**config.mk**
```make
export PLATFORM = sky130hd
export DESIGN_NAME = integer_merge_sorter_core
export DESIGN_NICKNAME = d
export VERILOG_FILES = /design/src/ims_pkg.sv /design/src/integer_merge_sorter_core.sv /design/src/ims_cell.sv
export SDC_FILE = /design/constraint.sdc
export NUM_CORES = 2
export LEC_CHECK = 0
export BUFFER_PORTS_ARGS = -buffer_cell sky130_fd_sc_hd__buf_2
export CORE_MARGIN = 2
export CORE_UTILIZATION = 40
export CTS_CLUSTER_SIZE = 24
export DETAILED_ROUTE_END_ITERATION = 16
export PLACE_DENSITY = 0.6
export SLEW_MARGIN = 20
export SYNTH_ARGS = -nofsm -noshare
export SYNTH_HDL_FRONTEND = slang
export SYNTH_SLANG_ARGS = --single-unit
```
**constraint.sdc**
```tcl
create_clock -name clk -period 16.24 [get_ports clk]
set_input_delay 2.436 -clock clk [delete_from_list [all_inputs] [get_ports clk]]
set_output_delay 2.436 -clock clk [all_outputs]
set_load 0.005 [all_outputs]
```
**src/ims_pkg.sv**
```systemverilog
// Package for the integer merge sorter: capacity, widths and the item type
// passed along the chain of insertion cells. No dependencies.
package ims_pkg;

	// Largest set the chain holds; one cell per value
	localparam int unsigned MAX_ITEMS = 16;
	localparam int unsigned DATA_W    = 32;
	localparam int unsigned CNT_W     = $clog2(MAX_ITEMS + 1);

	// One value moving between cells, with its valid mark
	typedef struct packed {
		logic              vld;
		logic [DATA_W-1:0] val;
	} ims_item_t;

endpackage

```
**src/integer_merge_sorter_core.sv**
```systemverilog
// Integer sorter top level: load control, a row of ims_cell insertion cells
// and the unload port. Depends on ims_pkg and ims_cell.
// Load: one value per cycle, the set closes on tlast or on a value past capacity.
// Settle: after closing, waits until no value is in flight
// between cells; the input is not ready then.
// Unload: while m_tready is high, one sorted value per cycle from cell 0 while the chain shifts left.
// Reset clears the cell valid bits, the fill count and the control state.
module integer_merge_sorter_core (
	input  logic        clk,
	input  logic        arst_n,
	input  logic        s_tvalid,
	output logic        s_tready,
	input  logic [31:0] s_tdata,   // [31:0] value_in
	input  logic        s_tlast,   // last_item
	output logic        m_tvalid,
	input  logic        m_tready,
	output logic [31:0] m_tdata,   // [31:0] sorted_value
	output logic        m_tlast    // last_out
);

	typedef enum logic [1:0] {
		ST_LOAD,
		ST_SETTLE,
		ST_UNLOAD
	} state_t;

	state_t                     state_q;
	logic [ims_pkg::CNT_W-1:0]  count_q;
	logic                       in_xfer;
	logic                       full;
	logic                       out_xfer;
	logic                       shift;
	logic                       busy;
	ims_pkg::ims_item_t         entry;
	ims_pkg::ims_item_t         slots  [ims_pkg::MAX_ITEMS];
	ims_pkg::ims_item_t         passes [ims_pkg::MAX_ITEMS];
	logic [ims_pkg::MAX_ITEMS-1:0] pass_vld;

	assign s_tready = (state_q == ST_LOAD);
	assign in_xfer  = s_tvalid && s_tready;
	assign full     = (count_q == ims_pkg::CNT_W'(ims_pkg::MAX_ITEMS));
	assign m_tvalid = (state_q == ST_UNLOAD) && slots[0].vld;
	assign m_tdata  = slots[0].val;
	assign m_tlast  = !slots[1].vld;
	assign out_xfer = m_tvalid && m_tready;
	assign shift    = out_xfer;

	// Feed an accepted value into cell 0 unless the chain is full
	assign entry.vld = in_xfer && !full;
	assign entry.val = s_tdata;

	// Chain of insertion cells
	for (genvar i = 0; i < ims_pkg::MAX_ITEMS; i++) begin : g_cell
		ims_pkg::ims_item_t left_i;
		ims_pkg::ims_item_t right_i;

		if (i == 0) begin : g_head
			assign left_i = entry;
		end else begin : g_body
			assign left_i = passes[i-1];
		end

		if (i == ims_pkg::MAX_ITEMS - 1) begin : g_tail
			assign right_i = '0;
		end else begin : g_mid
			assign right_i = slots[i+1];
		end

		ims_cell u_cell (
			.clk        (clk),
			.arst_n     (arst_n),
			.shift      (shift),
			.left       (left_i),
			.right_slot (right_i),
			.slot       (slots[i]),
			.pass       (passes[i])
		);

		assign pass_vld[i] = passes[i].vld;
	end

	// Any value still moving between cells
	assign busy = |pass_vld;

	// Control: fill count and phase
	always_ff @(posedge clk or negedge arst_n) begin
		if (!arst_n) begin
			state_q <= ST_LOAD;
			count_q <= '0;
		end else begin
			case (state_q)
				ST_LOAD: begin
					if (in_xfer) begin
						if (full) begin
							state_q <= ST_SETTLE;
							count_q <= '0;
						end else if (s_tlast) begin
							state_q <= ST_SETTLE;
							count_q <= '0;
						end else begin
							count_q <= count_q + 1'b1;
						end
					end
				end
				ST_SETTLE: begin
					if (!busy) begin
						state_q <= ST_UNLOAD;
					end
				end
				ST_UNLOAD: begin
					if (out_xfer && m_tlast) begin
						state_q <= ST_LOAD;
					end
				end
				default: begin
					state_q <= ST_LOAD;
				end
			endcase
		end
	end

`ifndef ASSERT_OFF
	// Loading and unloading never overlap
	a_no_overlap: assert property (@(posedge clk) disable iff (!arst_n)
		!(s_tready && m_tvalid))
		else $error("input ready while output valid");

	// Fill count stays within capacity
	a_count_cap: assert property (@(posedge clk) disable iff (!arst_n)
		count_q <= ims_pkg::CNT_W'(ims_pkg::MAX_ITEMS))
		else $error("fill count beyond capacity");

	// No value is in flight while the chain shifts out
	a_settled: assert property (@(posedge clk) disable iff (!arst_n)
		(state_q == ST_UNLOAD) |-> !busy)
		else $error("value in flight during unload");

	// Unload always has a value at cell 0
	a_unload_vld: assert property (@(posedge clk) disable iff (!arst_n)
		(state_q == ST_UNLOAD) |-> slots[0].vld)
		else $error("unload with empty head cell");

	// After the final value leaves, the chain is empty and loading resumes
	a_drained: assert property (@(posedge clk) disable iff (!arst_n)
		(out_xfer && m_tlast) |=> (s_tready && !slots[0].vld))
		else $error("chain not empty after final value");
`endif

endmodule

```
**src/ims_cell.sv**
```systemverilog
// One insertion cell: keeps the smaller of its stored value and the arriving
// value, hands the larger to its right neighbor. Shifts left while unloading.
// Depends on ims_pkg.
module ims_cell (
	input  logic              clk,
	input  logic              arst_n,
	input  logic              shift,      // unload: take the right neighbor's value
	input  ims_pkg::ims_item_t left,      // value arriving from the left
	input  ims_pkg::ims_item_t right_slot,// stored value of the right neighbor
	output ims_pkg::ims_item_t slot,      // stored value
	output ims_pkg::ims_item_t pass       // registered value for the right neighbor
);

	logic                      slot_vld_q;
	logic [ims_pkg::DATA_W-1:0] slot_val_q;
	logic                      pass_vld_q;
	logic [ims_pkg::DATA_W-1:0] pass_val_q;
	logic                      keep_new;

	// New value wins the slot when the slot is empty or the new value is smaller
	assign keep_new = !slot_vld_q || ($signed(left.val) < $signed(slot_val_q));

	// Valid bits: insert, pass on, or shift left
	always_ff @(posedge clk or negedge arst_n) begin
		if (!arst_n) begin
			slot_vld_q <= 1'b0;
			pass_vld_q <= 1'b0;
		end else if (shift) begin
			slot_vld_q <= right_slot.vld;
			pass_vld_q <= 1'b0;
		end else begin
			pass_vld_q <= left.vld && slot_vld_q;
			if (left.vld) begin
				slot_vld_q <= 1'b1;
			end
		end
	end

	// Payload: keep the minimum, hand on the maximum
	always_ff @(posedge clk) begin
		if (shift) begin
			slot_val_q <= right_slot.val;
		end else if (left.vld) begin
			if (keep_new) begin
				slot_val_q <= left.val;
				pass_val_q <= slot_val_q;
			end else begin
				pass_val_q <= left.val;
			end
		end
	end

	assign slot.vld = slot_vld_q;
	assign slot.val = slot_val_q;
	assign pass.vld = pass_vld_q;
	assign pass.val = pass_val_q;

endmodule

```
==> results.sh <==
export IMPL_outcome="completed"
export IMPL_clock_sinks=1031
export IMPL_powerDensity_nw_per_um2=197
export IMPL_netlist_area_um2=54700
export IMPL_ir_drop_mv=0.174
export IMPL_post_route_min_period_ns=5.54
export IMPL_vias=34700
export IMPL_grt_ovfl_total=0
export IMPL_ys_seq_elements=1031
export IMPL_start_util=0.403
export IMPL_dr_pass1_iters=5
export IMPL_io_buffers=71
export IMPL_die_x_um=374
export IMPL_fill_cells=12300
export IMPL_path_class="input port to register"
export IMPL_ys_top_cells_by_count="edfxtp_1, nand2_1, o21ai_0"
export IMPL_setup_tns_final_ns=0
export IMPL_drv_cap=0
export IMPL_synthesis_instances=4673
export IMPL_area_delta_synth_final_pct=11.1
export IMPL_core_area_um2=136000
export IMPL_rsz0062_at_grt="false"
export IMPL_cts_root_buf="clkbuf_16"
export IMPL_yosys_area_top_type="edfxtp_1"
export IMPL_finalNonFillerCells=6619
export IMPL_die_h_um=374
export IMPL_row_count=135
export IMPL_synth_most_common_cell="edfxtp_1"
export IMPL_layout_drive_gt1_share=0.167
export IMPL_crit_fanout=102
export IMPL_post_cts_buffers=0
export IMPL_grt_use_total=0.175
export IMPL_fmax_ghz=0.180
export IMPL_viasPerCell=5.24
export IMPL_hp_class="register to register"
export IMPL_routabilityCongestion=0.820
export IMPL_seq_area_frac_synth=0.556
export IMPL_dp_cells=6404
export IMPL_cp_end_kind="register"
export IMPL_fin_crit_sh=0.341
export IMPL_tightest_slew_ns=1.12
export IMPL_yosys_most_used_dff="edfxtp_1"
export IMPL_syn_area_per_cell_um2=11.7
export IMPL_cp_required_ns=16.66
export IMPL_antenna_cells=0
export IMPL_cts_hold_buf=0
export IMPL_numCtsBuffers=114
export IMPL_maxSlewViolCount=0
export IMPL_crit_arrival_ns=5.96
export IMPL_synth_area_leaders="edfxtp_1, ha_1, mux2_2"
export IMPL_grt_pass1_vias=34900
export IMPL_grt_start_max_net_pins=231
export IMPL_drcViolationCount=0
export IMPL_synth_edf_count=960
export IMPL_synth_cell_types=61
export IMPL_min_delay_start="g_cell[15].u_cell.slot_val_q[30]"
export IMPL_worst_clock_skew_ns=0.0681
export IMPL_synth_top_area_frac=0.527
export IMPL_finalHoldViolations=0
export IMPL_r2r_start="state_q[1]"
export IMPL_finalWirelength_um=123000
export IMPL_synth_nets=5208
export IMPL_utilization=0.448
export IMPL_clkSlewWorstSetupHoldPaths_ns=0.06
export IMPL_insertion_delay_ns=0.76
export IMPL_cts_resized=0
export IMPL_post_drt_wl_per_cell_um=18.6
export IMPL_setup_violations=0
export IMPL_cts_buffer_depth=3
export IMPL_async_flop_share=0.0378
export IMPL_htreeDepth=3
export IMPL_max_slew_margin=0.232
export IMPL_drtAntennaViolNets=0
export IMPL_crit_start="m_tready"
export IMPL_post_dp_hpwl_um=89600
export IMPL_finalPower_w=0.0119
export IMPL_dieArea_um2=140000
export IMPL_drt_initial_drc_count=2530
export IMPL_critPathLaunchType="input port"
export IMPL_ios=72
export IMPL_grt_pass1_wl_um=197000
export IMPL_nNetsFinal=5275
export IMPL_grt_antenna_before_repair=2
export IMPL_cts_tree="done"
export IMPL_p_leak_nw=25.1
export IMPL_ys_warnings_count=0
## worst max-delay path: stages
cell,delay (ns)
buf_2,0.12
nand2_4,0.42
buf_4,0.77
buf_4,0.83
buf_4,0.68
nand2_1,0.10
buf_4,0.31
## cell type report
class                   instances  area (um2)  area share
inverters                     518        1940      0.0320
repair buffers                129         836      0.0137
flip-flops and latches       1031       30400       0.501
multi-input cells            2946       21700       0.357
clock inverters                62         558     0.00918
well taps                    1781        2230      0.0366
clock buffers                 152        3090      0.0507
## through the flow
stage	area [um2]	setup slack, ns	hold slack [ns]
detailed placement	57100	10.00	0.460
floorplan	54700	9.28	0.437
global route	60800	10.42	0.499
global placement	57100	10.07	0.452
finish	60800	10.70	0.464
CTS	60800	10.80	0.468
## where the power goes
part           switching [W]  internal (W)  leakage (nW)
sequential          0.000549       0.00430          9.53
clock                0.00111       0.00142          1.78
combinational        0.00253       0.00204          13.8
## placed cells by master, fill, tap and decap left out, drive strengths merged, types with 11 or more instances in the layout
cell type and instances:
a21oi 159, and3 15, a211oi 22, nor2b 19, nand2b 19, edfxtp 960
and2 11, a2111oi 16, o21ai 594, nand2 647, nand4 72, clkbuf 152
dfxtp 32, nor3 27, nor2 79, inv 520, ha 498, a21o 95
clkinv 53, nor4 15, buf 129, dfrtp 39, mux2 482, o21a 11
nand3 72
## sequential cells by signal, summed over array words and instances, names as in the netlist
signal                    cells
g_cell.u_cell.slot_val_q    512
g_cell.u_cell.pass_val_q    480
g_cell.u_cell.pass_vld_q     16
g_cell.u_cell.slot_vld_q     16
count_q                       5
state_q                       2
## metal layers
metal	wire, um	global-route usage	up-vias	part of all wire
li1	-	-	17100	-
met1	59900	0.253	16800	0.49
met2	54400	0.271	665	0.44
met3	6060	0.0279	152	0.049
met4	2580	0.0477	2	0.021
met5	16	0	-	0.00013
## final timing paths
kind / endpoint / slack (ns) / cells after the start
setup reg to reg: g_cell[13].u_cell.slot_val_q[1] / 11.61 / 8
setup / recovery: g_cell[13].u_cell.slot_val_q[1] / 10.70 / 7
min in group asynchronous: g_cell[1].u_cell.pass_vld_q / 1.76 / 2
hold / removal: g_cell[15].u_cell.slot_val_q[30] / 0.46 / 2
max in group asynchronous: g_cell[5].u_cell.slot_vld_q / 14.02 / 2
hold reg to reg: g_cell[15].u_cell.slot_val_q[30] / 0.46 / 2
## cell families (layout without fill, tap and decap cells)
family,count (synthesis),count (layout),synth area share
adders and majority gates,498,498,0.114
muxes,483,483,0.101
AOI/OAI and AO/OA,959,959,0.0985
buffers and inverters,696,861,0.0490
DFF,1031,1031,0.556
xor gates and xnor gates,3,3,0.000480
and+or+nand+nor,1003,1003,0.0803
Note: power is estimated with default switching activity, not from simulation.
